[src/design/tomq_pkg.sv]
// Package for the time-ordered message queue: action and status codes,
// the default queue depth and the control struct broadcast to the cell row.
// No dependencies.
package tomq_pkg;

    localparam int DEFAULT_QUEUE_DEPTH = 16;

    localparam int TIME_W   = 48;
    localparam int TAG_W    = 32;
    localparam int ACTION_W = 2;
    localparam int STATUS_W = 3;

    localparam logic [ACTION_W-1:0] ACT_ENQ  = 2'd0;
    localparam logic [ACTION_W-1:0] ACT_DEQ  = 2'd1;
    localparam logic [ACTION_W-1:0] ACT_QUIT = 2'd2;
    localparam logic [ACTION_W-1:0] ACT_NOP  = 2'd3;

    localparam logic [STATUS_W-1:0] ST_OK     = 3'd0;
    localparam logic [STATUS_W-1:0] ST_EMPTY  = 3'd1;
    localparam logic [STATUS_W-1:0] ST_QUIT   = 3'd2;
    localparam logic [STATUS_W-1:0] ST_REJECT = 3'd3;
    localparam logic [STATUS_W-1:0] ST_FULL   = 3'd4;

    typedef struct packed {
        logic ins_en;
        logic deq_en;
    } cell_ctrl_t;

endpackage

[src/design/time_ordered_message_queue.sv]
// Top level of the time-ordered message queue: control, flags, output register
// and a row of tomq_cell instances. Depends on tomq_pkg and tomq_cell.
// The result of an accepted item is in the output register in the cycle after it is accepted.
// It accepts one item per cycle while in_ready is high, that is while the output register is empty or taken.
// Reset clears the entry count, the quit flags and the output valid; stored entries stay undefined.
module time_ordered_message_queue #(
    parameter int QUEUE_DEPTH = tomq_pkg::DEFAULT_QUEUE_DEPTH,
    localparam int CW = $clog2(QUEUE_DEPTH + 1)
) (
    input  logic                          clk,
    input  logic                          rst_n,
    input  logic                          in_valid,
    output logic                          in_ready,
    input  logic [tomq_pkg::ACTION_W-1:0] action,
    input  logic [tomq_pkg::TIME_W-1:0]   msg_time,
    input  logic [tomq_pkg::TAG_W-1:0]    msg_tag,
    input  logic                          safe_exit,
    output logic                          out_valid,
    input  logic                          out_ready,
    output logic [tomq_pkg::STATUS_W-1:0] status,
    output logic [tomq_pkg::TIME_W-1:0]   out_time,
    output logic [tomq_pkg::TAG_W-1:0]    out_tag,
    output logic [CW-1:0]                 occupancy
);
    import tomq_pkg::*;

    localparam logic [CW-1:0] DEPTH_C = CW'(QUEUE_DEPTH);

    logic                in_acc;
    cell_ctrl_t          ctrl;
    logic [CW-1:0]       count_reg;
    logic [CW-1:0]       count_next;
    logic                quit_reg;
    logic                quit_next;
    logic                safe_reg;
    logic                safe_next;
    logic                out_valid_reg;
    logic                out_valid_next;
    logic [STATUS_W-1:0] status_reg;
    logic [STATUS_W-1:0] status_next;
    logic [TIME_W-1:0]   out_time_reg;
    logic [TIME_W-1:0]   out_time_next;
    logic [TAG_W-1:0]    out_tag_reg;
    logic [TAG_W-1:0]    out_tag_next;
    logic [CW-1:0]       occ_reg;

    logic [QUEUE_DEPTH-1:0] cell_gt;
    logic [TIME_W-1:0]      cell_time [QUEUE_DEPTH];
    logic [TAG_W-1:0]       cell_tag  [QUEUE_DEPTH];

    assign in_ready  = !out_valid_reg || out_ready;
    assign in_acc    = in_valid && in_ready;
    assign out_valid = out_valid_reg;
    assign status    = status_reg;
    assign out_time  = out_time_reg;
    assign out_tag   = out_tag_reg;
    assign occupancy = occ_reg;

    always_comb
    begin
        ctrl          = '0;
        count_next    = count_reg;
        quit_next     = quit_reg;
        safe_next     = safe_reg;
        status_next   = ST_OK;
        out_time_next = '0;
        out_tag_next  = '0;
        unique case (action)
            ACT_ENQ:
            begin
                priority if (quit_reg)
                begin
                    status_next = ST_REJECT;
                end
                else if (count_reg == DEPTH_C)
                begin
                    status_next = ST_FULL;
                end
                else
                begin
                    ctrl.ins_en = in_acc;
                    count_next  = count_reg + CW'(1);
                end
            end
            ACT_DEQ:
            begin
                priority if (quit_reg && !safe_reg)
                begin
                    status_next = ST_QUIT;
                end
                else if (count_reg == '0)
                begin
                    status_next = quit_reg ? ST_QUIT : ST_EMPTY;
                end
                else
                begin
                    ctrl.deq_en   = in_acc;
                    count_next    = count_reg - CW'(1);
                    out_time_next = cell_time[0];
                    out_tag_next  = cell_tag[0];
                end
            end
            ACT_QUIT:
            begin
                quit_next = 1'b1;
                safe_next = safe_exit;
            end
            ACT_NOP:
            begin
                status_next = ST_OK;
            end
            default:
            begin
                status_next = ST_OK;
            end
        endcase
        if (in_acc)
        begin
            out_valid_next = 1'b1;
        end
        else
        begin
            out_valid_next = out_valid_reg && !out_ready;
        end
    end

    always_ff @(posedge clk or negedge rst_n)
    begin
        if (!rst_n)
        begin
            count_reg     <= '0;
            quit_reg      <= 1'b0;
            safe_reg      <= 1'b0;
            out_valid_reg <= 1'b0;
        end
        else
        begin
            out_valid_reg <= out_valid_next;
            if (in_acc)
            begin
                count_reg <= count_next;
                quit_reg  <= quit_next;
                safe_reg  <= safe_next;
            end
        end
    end

    always_ff @(posedge clk)
    begin
        if (in_acc)
        begin
            status_reg   <= status_next;
            out_time_reg <= out_time_next;
            out_tag_reg  <= out_tag_next;
            occ_reg      <= count_next;
        end
    end

    for (genvar i = 0; i < QUEUE_DEPTH; i++)
    begin : g_cell
        logic              left_gt;
        logic [TIME_W-1:0] left_time;
        logic [TAG_W-1:0]  left_tag;
        logic [TIME_W-1:0] right_time;
        logic [TAG_W-1:0]  right_tag;

        if (i == 0)
        begin : g_head
            assign left_gt   = 1'b0;
            assign left_time = msg_time;
            assign left_tag  = msg_tag;
        end
        else
        begin : g_mid
            assign left_gt   = cell_gt[i-1];
            assign left_time = cell_time[i-1];
            assign left_tag  = cell_tag[i-1];
        end

        if (i == QUEUE_DEPTH - 1)
        begin : g_last
            assign right_time = cell_time[i];
            assign right_tag  = cell_tag[i];
        end
        else
        begin : g_inner
            assign right_time = cell_time[i+1];
            assign right_tag  = cell_tag[i+1];
        end

        tomq_cell u_cell (
            .clk        (clk),
            .ctrl       (ctrl),
            .occupied   (count_reg > CW'(i)),
            .is_tail    (count_reg == CW'(i)),
            .key_time   (msg_time),
            .key_tag    (msg_tag),
            .left_gt    (left_gt),
            .left_time  (left_time),
            .left_tag   (left_tag),
            .right_time (right_time),
            .right_tag  (right_tag),
            .gt         (cell_gt[i]),
            .cur_time   (cell_time[i]),
            .cur_tag    (cell_tag[i])
        );
    end

    a_count_bound: assert property (@(posedge clk) disable iff (!rst_n)
        count_reg <= DEPTH_C)
        else $error("entry count exceeds queue depth");

    a_quit_latch: assert property (@(posedge clk) disable iff (!rst_n)
        (in_acc && action == ACT_QUIT) |=> quit_reg)
        else $error("quit flag not set after quit item");

    a_enq_grow: assert property (@(posedge clk) disable iff (!rst_n)
        (in_acc && action == ACT_ENQ && !quit_reg && count_reg != DEPTH_C)
        |=> (count_reg == $past(count_reg) + CW'(1)))
        else $error("accepted enqueue did not grow the queue");

    a_full_occ: assert property (@(posedge clk) disable iff (!rst_n)
        (out_valid && status == ST_FULL) |-> (occupancy == DEPTH_C))
        else $error("full status with queue not full");

endmodule

[src/design/tomq_cell.sv]
// One storage cell of the sorted queue row. It holds one entry and takes
// its left or right neighbor's entry, or the new item, on insert and dequeue.
// Depends on tomq_pkg.
module tomq_cell (
    input  logic                       clk,
    input  tomq_pkg::cell_ctrl_t       ctrl,
    input  logic                       occupied,
    input  logic                       is_tail,
    input  logic [tomq_pkg::TIME_W-1:0] key_time,
    input  logic [tomq_pkg::TAG_W-1:0]  key_tag,
    input  logic                       left_gt,
    input  logic [tomq_pkg::TIME_W-1:0] left_time,
    input  logic [tomq_pkg::TAG_W-1:0]  left_tag,
    input  logic [tomq_pkg::TIME_W-1:0] right_time,
    input  logic [tomq_pkg::TAG_W-1:0]  right_tag,
    output logic                       gt,
    output logic [tomq_pkg::TIME_W-1:0] cur_time,
    output logic [tomq_pkg::TAG_W-1:0]  cur_tag
);
    import tomq_pkg::*;

    logic [TIME_W-1:0] time_reg;
    logic [TIME_W-1:0] time_next;
    logic [TAG_W-1:0]  tag_reg;
    logic [TAG_W-1:0]  tag_next;

    // The stored entry is later than the new item, so the new item goes in front of it.
    assign gt       = occupied && (time_reg > key_time);
    assign cur_time = time_reg;
    assign cur_tag  = tag_reg;

    always_comb
    begin
        time_next = time_reg;
        tag_next  = tag_reg;
        priority if (ctrl.deq_en)
        begin
            time_next = right_time;
            tag_next  = right_tag;
        end
        else if (ctrl.ins_en && left_gt)
        begin
            time_next = left_time;
            tag_next  = left_tag;
        end
        else if (ctrl.ins_en && (gt || is_tail))
        begin
            time_next = key_time;
            tag_next  = key_tag;
        end
    end

    always_ff @(posedge clk)
    begin
        time_reg <= time_next;
        tag_reg  <= tag_next;
    end

endmodule

[config.mk]
export PLATFORM = sky130hd
export DESIGN_NAME = time_ordered_message_queue
export DESIGN_NICKNAME = d
export VERILOG_FILES = /design/src/design/tomq_pkg.sv /design/src/design/time_ordered_message_queue.sv /design/src/design/tomq_cell.sv
export SDC_FILE = /design/constraint.sdc
export NUM_CORES = 2
export LEC_CHECK = 0
export BUFFER_PORTS_ARGS = -buffer_cell sky130_fd_sc_hd__buf_2
export CAP_MARGIN = 30
export CORE_MARGIN = 8
export CORE_UTILIZATION = 60
export DETAILED_ROUTE_END_ITERATION = 8
export GPL_TIMING_DRIVEN = 0
export PLACE_DENSITY = 0.75
export SLEW_MARGIN = 20
export SYNTH_ARGS = -nofsm -noshare
export SYNTH_HDL_FRONTEND = slang
export SYNTH_SLANG_ARGS = --single-unit
[constraint.sdc]
create_clock -name clk -period 10.2 [get_ports clk]
set_input_delay 2.04 -clock clk [delete_from_list [all_inputs] [get_ports clk]]
set_output_delay 2.04 -clock clk [all_outputs]
set_load 0.005 [all_outputs]
==> metrics.csv <==
metric;value;unit
HPWL after DPL;243000;microns
final core occ;67.4;%
Syn Nets;8056;
WHS Path Cells;2;
Worst Hold Path EP;g_cell[14].u_cell.cur_tag[20];
total wire length;318000;microns
hold buffer count at CTS;0;
CTS tree;yes;
status;complete, no violations;
period utilisation layout;95.7;%
global route overflow;0;
CP Max Fanout;17;
max reg flops;768;
EDFF count, synth;1368;
Avg WL per Cell;33.5;microns
worst vdd ir;0.167;mV
cell accounting for the most synthesized area;edfxtp_1;
Slew Viols, Final;0;
Reg-to-Reg Start;g_cell[1].u_cell.cur_time[47];
core area;135000;sq um
Port Buffers;95;
layout cells sized above 1;13.6;%
r2r worst-path depth;15;
initial antenna violation count;34;
routability-driven placement congestion ratio;1.01;
crit path time final;9.76;ns
top cell type's share of synthesized area;50.5;%
Initial Util;60.2;%
Worst Path Class, Setup;in -> reg;
count of final setup violators;0;
terminus of the critical flop-to-flop path;g_cell[2].u_cell.cur_time[29];
setup ws final;0.439;ns
Die Span X;384;microns
htree depth;4;
# Max-Cap Violations;0;
Inst Count DP;9176;
hold path start;g_cell[15].u_cell.cur_tag[20];
routed via count;69900;
# DRC;0;
largest net degree at the start of global routing;61;
Top FF cell, synth;edfxtp_1;
Nets;8412;
first-pass GRT wire length;455000;microns
crit path DAT;10.33;ns
pwr/cell area;156;nW/um^2
vias in the first global route;69000;
synth-to-layout area growth;11.9;%
CTS root buffer;clkbuf_16;
Worst EP required;10.77;ns
cts bufs inserted;153;
Post-synth top cells;1368 x edfxtp_1, 1159 x nand2_1, 773 x ha_1, 379 x nor2_1, 353 x clkbuf_1;
Post-Route Skew;0.0371;ns
Worst R2R Setup Slack;2.35;ns
Avg Vias per Cell;7.37;
post-CTS sizing;0;
# rows;135;
clk slew on worst S/H paths;0.06;ns
IO Count;177;
number of unique standard cell types used by synthesis;74;
Setup WS pre-CTS;0.317;ns
Yosys reg bits;1376;
Detail Route Antenna Nets;0;
Post-CTS Setup Bufs;0;
Non-Filler Instances;9481;
critical path endpoint category;flip-flop;
Setup crit start kind;input pin;
Total Power;0.0142;W
Syn Area/Cell;11.3;sq um
clock buffer depth;3;
First DRT Iteration DRCs;9886;
overall die area;147000;sq um
worst hold path type;reg -> reg;
worst skew pair latency;0.84;ns
most frequent cell after synthesis;edfxtp_1;
RSZ-0062 raised after global routing;no;
ranking of synthesized cells by area;edfxtp_1 51%, ha_1 12%, nand2_1 5.4%;
final hold vios;0;
Overall Global Routing Usage;41.7;%
worst hold slack;0.533;ns
CTS sink cnt;1376;
worst slew pin tran;1.18;ns
f_max;102;MHz
Max transition margin;21.3;%
sequential area share after synthesis;50.8;%
Post-Synthesis Cells;7196;
static leakage power;32.6;nW
Warnings, synthesis;0;
drt first pass iters;8;
Synth Cell Area;81300;sq um
asr flop ratio synth;0.581;%
Die Y;384;microns
-- how the worst max path moves through the flow --
stage                                         end         start
CTS                 g_cell[2].u_cell.cur_time[29]  msg_time[46]
global placement    g_cell[0].u_cell.cur_time[37]  msg_time[46]
floorplan             g_cell[0].u_cell.cur_tag[0]  msg_time[30]
global route        g_cell[2].u_cell.cur_time[29]  msg_time[43]
detailed placement  g_cell[2].u_cell.cur_time[31]  msg_time[46]
finish              g_cell[2].u_cell.cur_time[29]  msg_time[43]
-- metrics by stage --
step	area, sq um	setup TNS, ns
CTS	90900	0
global placement	84000	-3677.90
detailed placement	86000	0
finish	90900	0
floorplan	81300	0
global route	90900	0
-- kinds of logic (layout without fill, tap and decap cells) --
logic type	after synthesis	after routing	share of synthesized area, %
simple gates	2371	2371	13.4
compound gates	1844	1844	18.0
flops	1376	1376	50.8
fa+ha+maj	773	773	11.9
buf+inv	627	1106	3.31
mux	203	203	2.62
xor+xnor	2	2	0.0216
other cells	0	25	0
-- power breakdown --
| group | internal, W | switching, W |
|---|---|---|
| Combinational | 0.000686 | 0.00131 |
| Clock | 0.00307 | 0.00249 |
| Sequential | 0.00649 | 0.000124 |
| Total | 0.0102 | 0.00393 |
-- layer usage --
metal	up-vias	track usage (%)	part of all wire [%]
met1	34100	50.5	35
met2	5383	61.7	42
met4	26	31.2	8.9
met5	-	0	0.056
met3	1262	14.3	14
li1	29100	-	-
-- cells in the final DEF, fill, tap and decap left out, types with 20 or more instances in the layout --
| cell | count |
|---|---|
| buf_12 | 32 |
| o21ai_0 | 167 |
| mux2_2 | 80 |
| clkbuf_2 | 20 |
| or3_1 | 321 |
| diode_2 | 25 |
| nand3_1 | 105 |
| buf_16 | 23 |
| nand4_1 | 180 |
| a21o_1 | 100 |
| ha_1 | 773 |
| buf_2 | 237 |
| inv_1 | 94 |
| nor3_1 | 40 |
| clkbuf_1 | 366 |
| nand2_1 | 1159 |
| a21oi_1 | 308 |
| a22oi_1 | 43 |
| o221a_2 | 320 |
| edfxtp_1 | 1368 |
| clkbuf_16 | 154 |
| o21ai_1 | 72 |
| nor4_1 | 23 |
| and2_1 | 81 |
| nor2b_1 | 23 |
| a211oi_1 | 25 |
| o211ai_1 | 343 |
| o31ai_1 | 46 |
| a221o_1 | 313 |
| nor2_1 | 375 |
| clkinv_1 | 43 |
| buf_6 | 49 |
| mux2i_1 | 123 |
-- critical path: stages --
cell,delay [ns]
clkbuf_1,0.59
inv_1,0.64
ha_1,0.52
nand4_1,0.33
nor4_2,1.02
nand3_1,0.54
or4b_1,0.82
o211ai_1,0.36
buf_6,0.24
a31o_2,0.11
buf_2,0.68
buf_2,0.57
nand4_1,0.80
buf_8,0.44
buf_6,0.17
buf_6,0.17
buf_6,0.17
-- area by class of cell --
cell class	count	area (sq um)
fill	10300	44000
inverter	95	362
antenna	25	62.6
timing repair buffer	201	2290
clock inverter	91	833
multi-input combinational	5193	37500
buffer	532	2360
tap	1781	2230
sequential	1376	41300
clock buffer	187	3980
No activity file was read; power rests on OpenSTA's default activity.
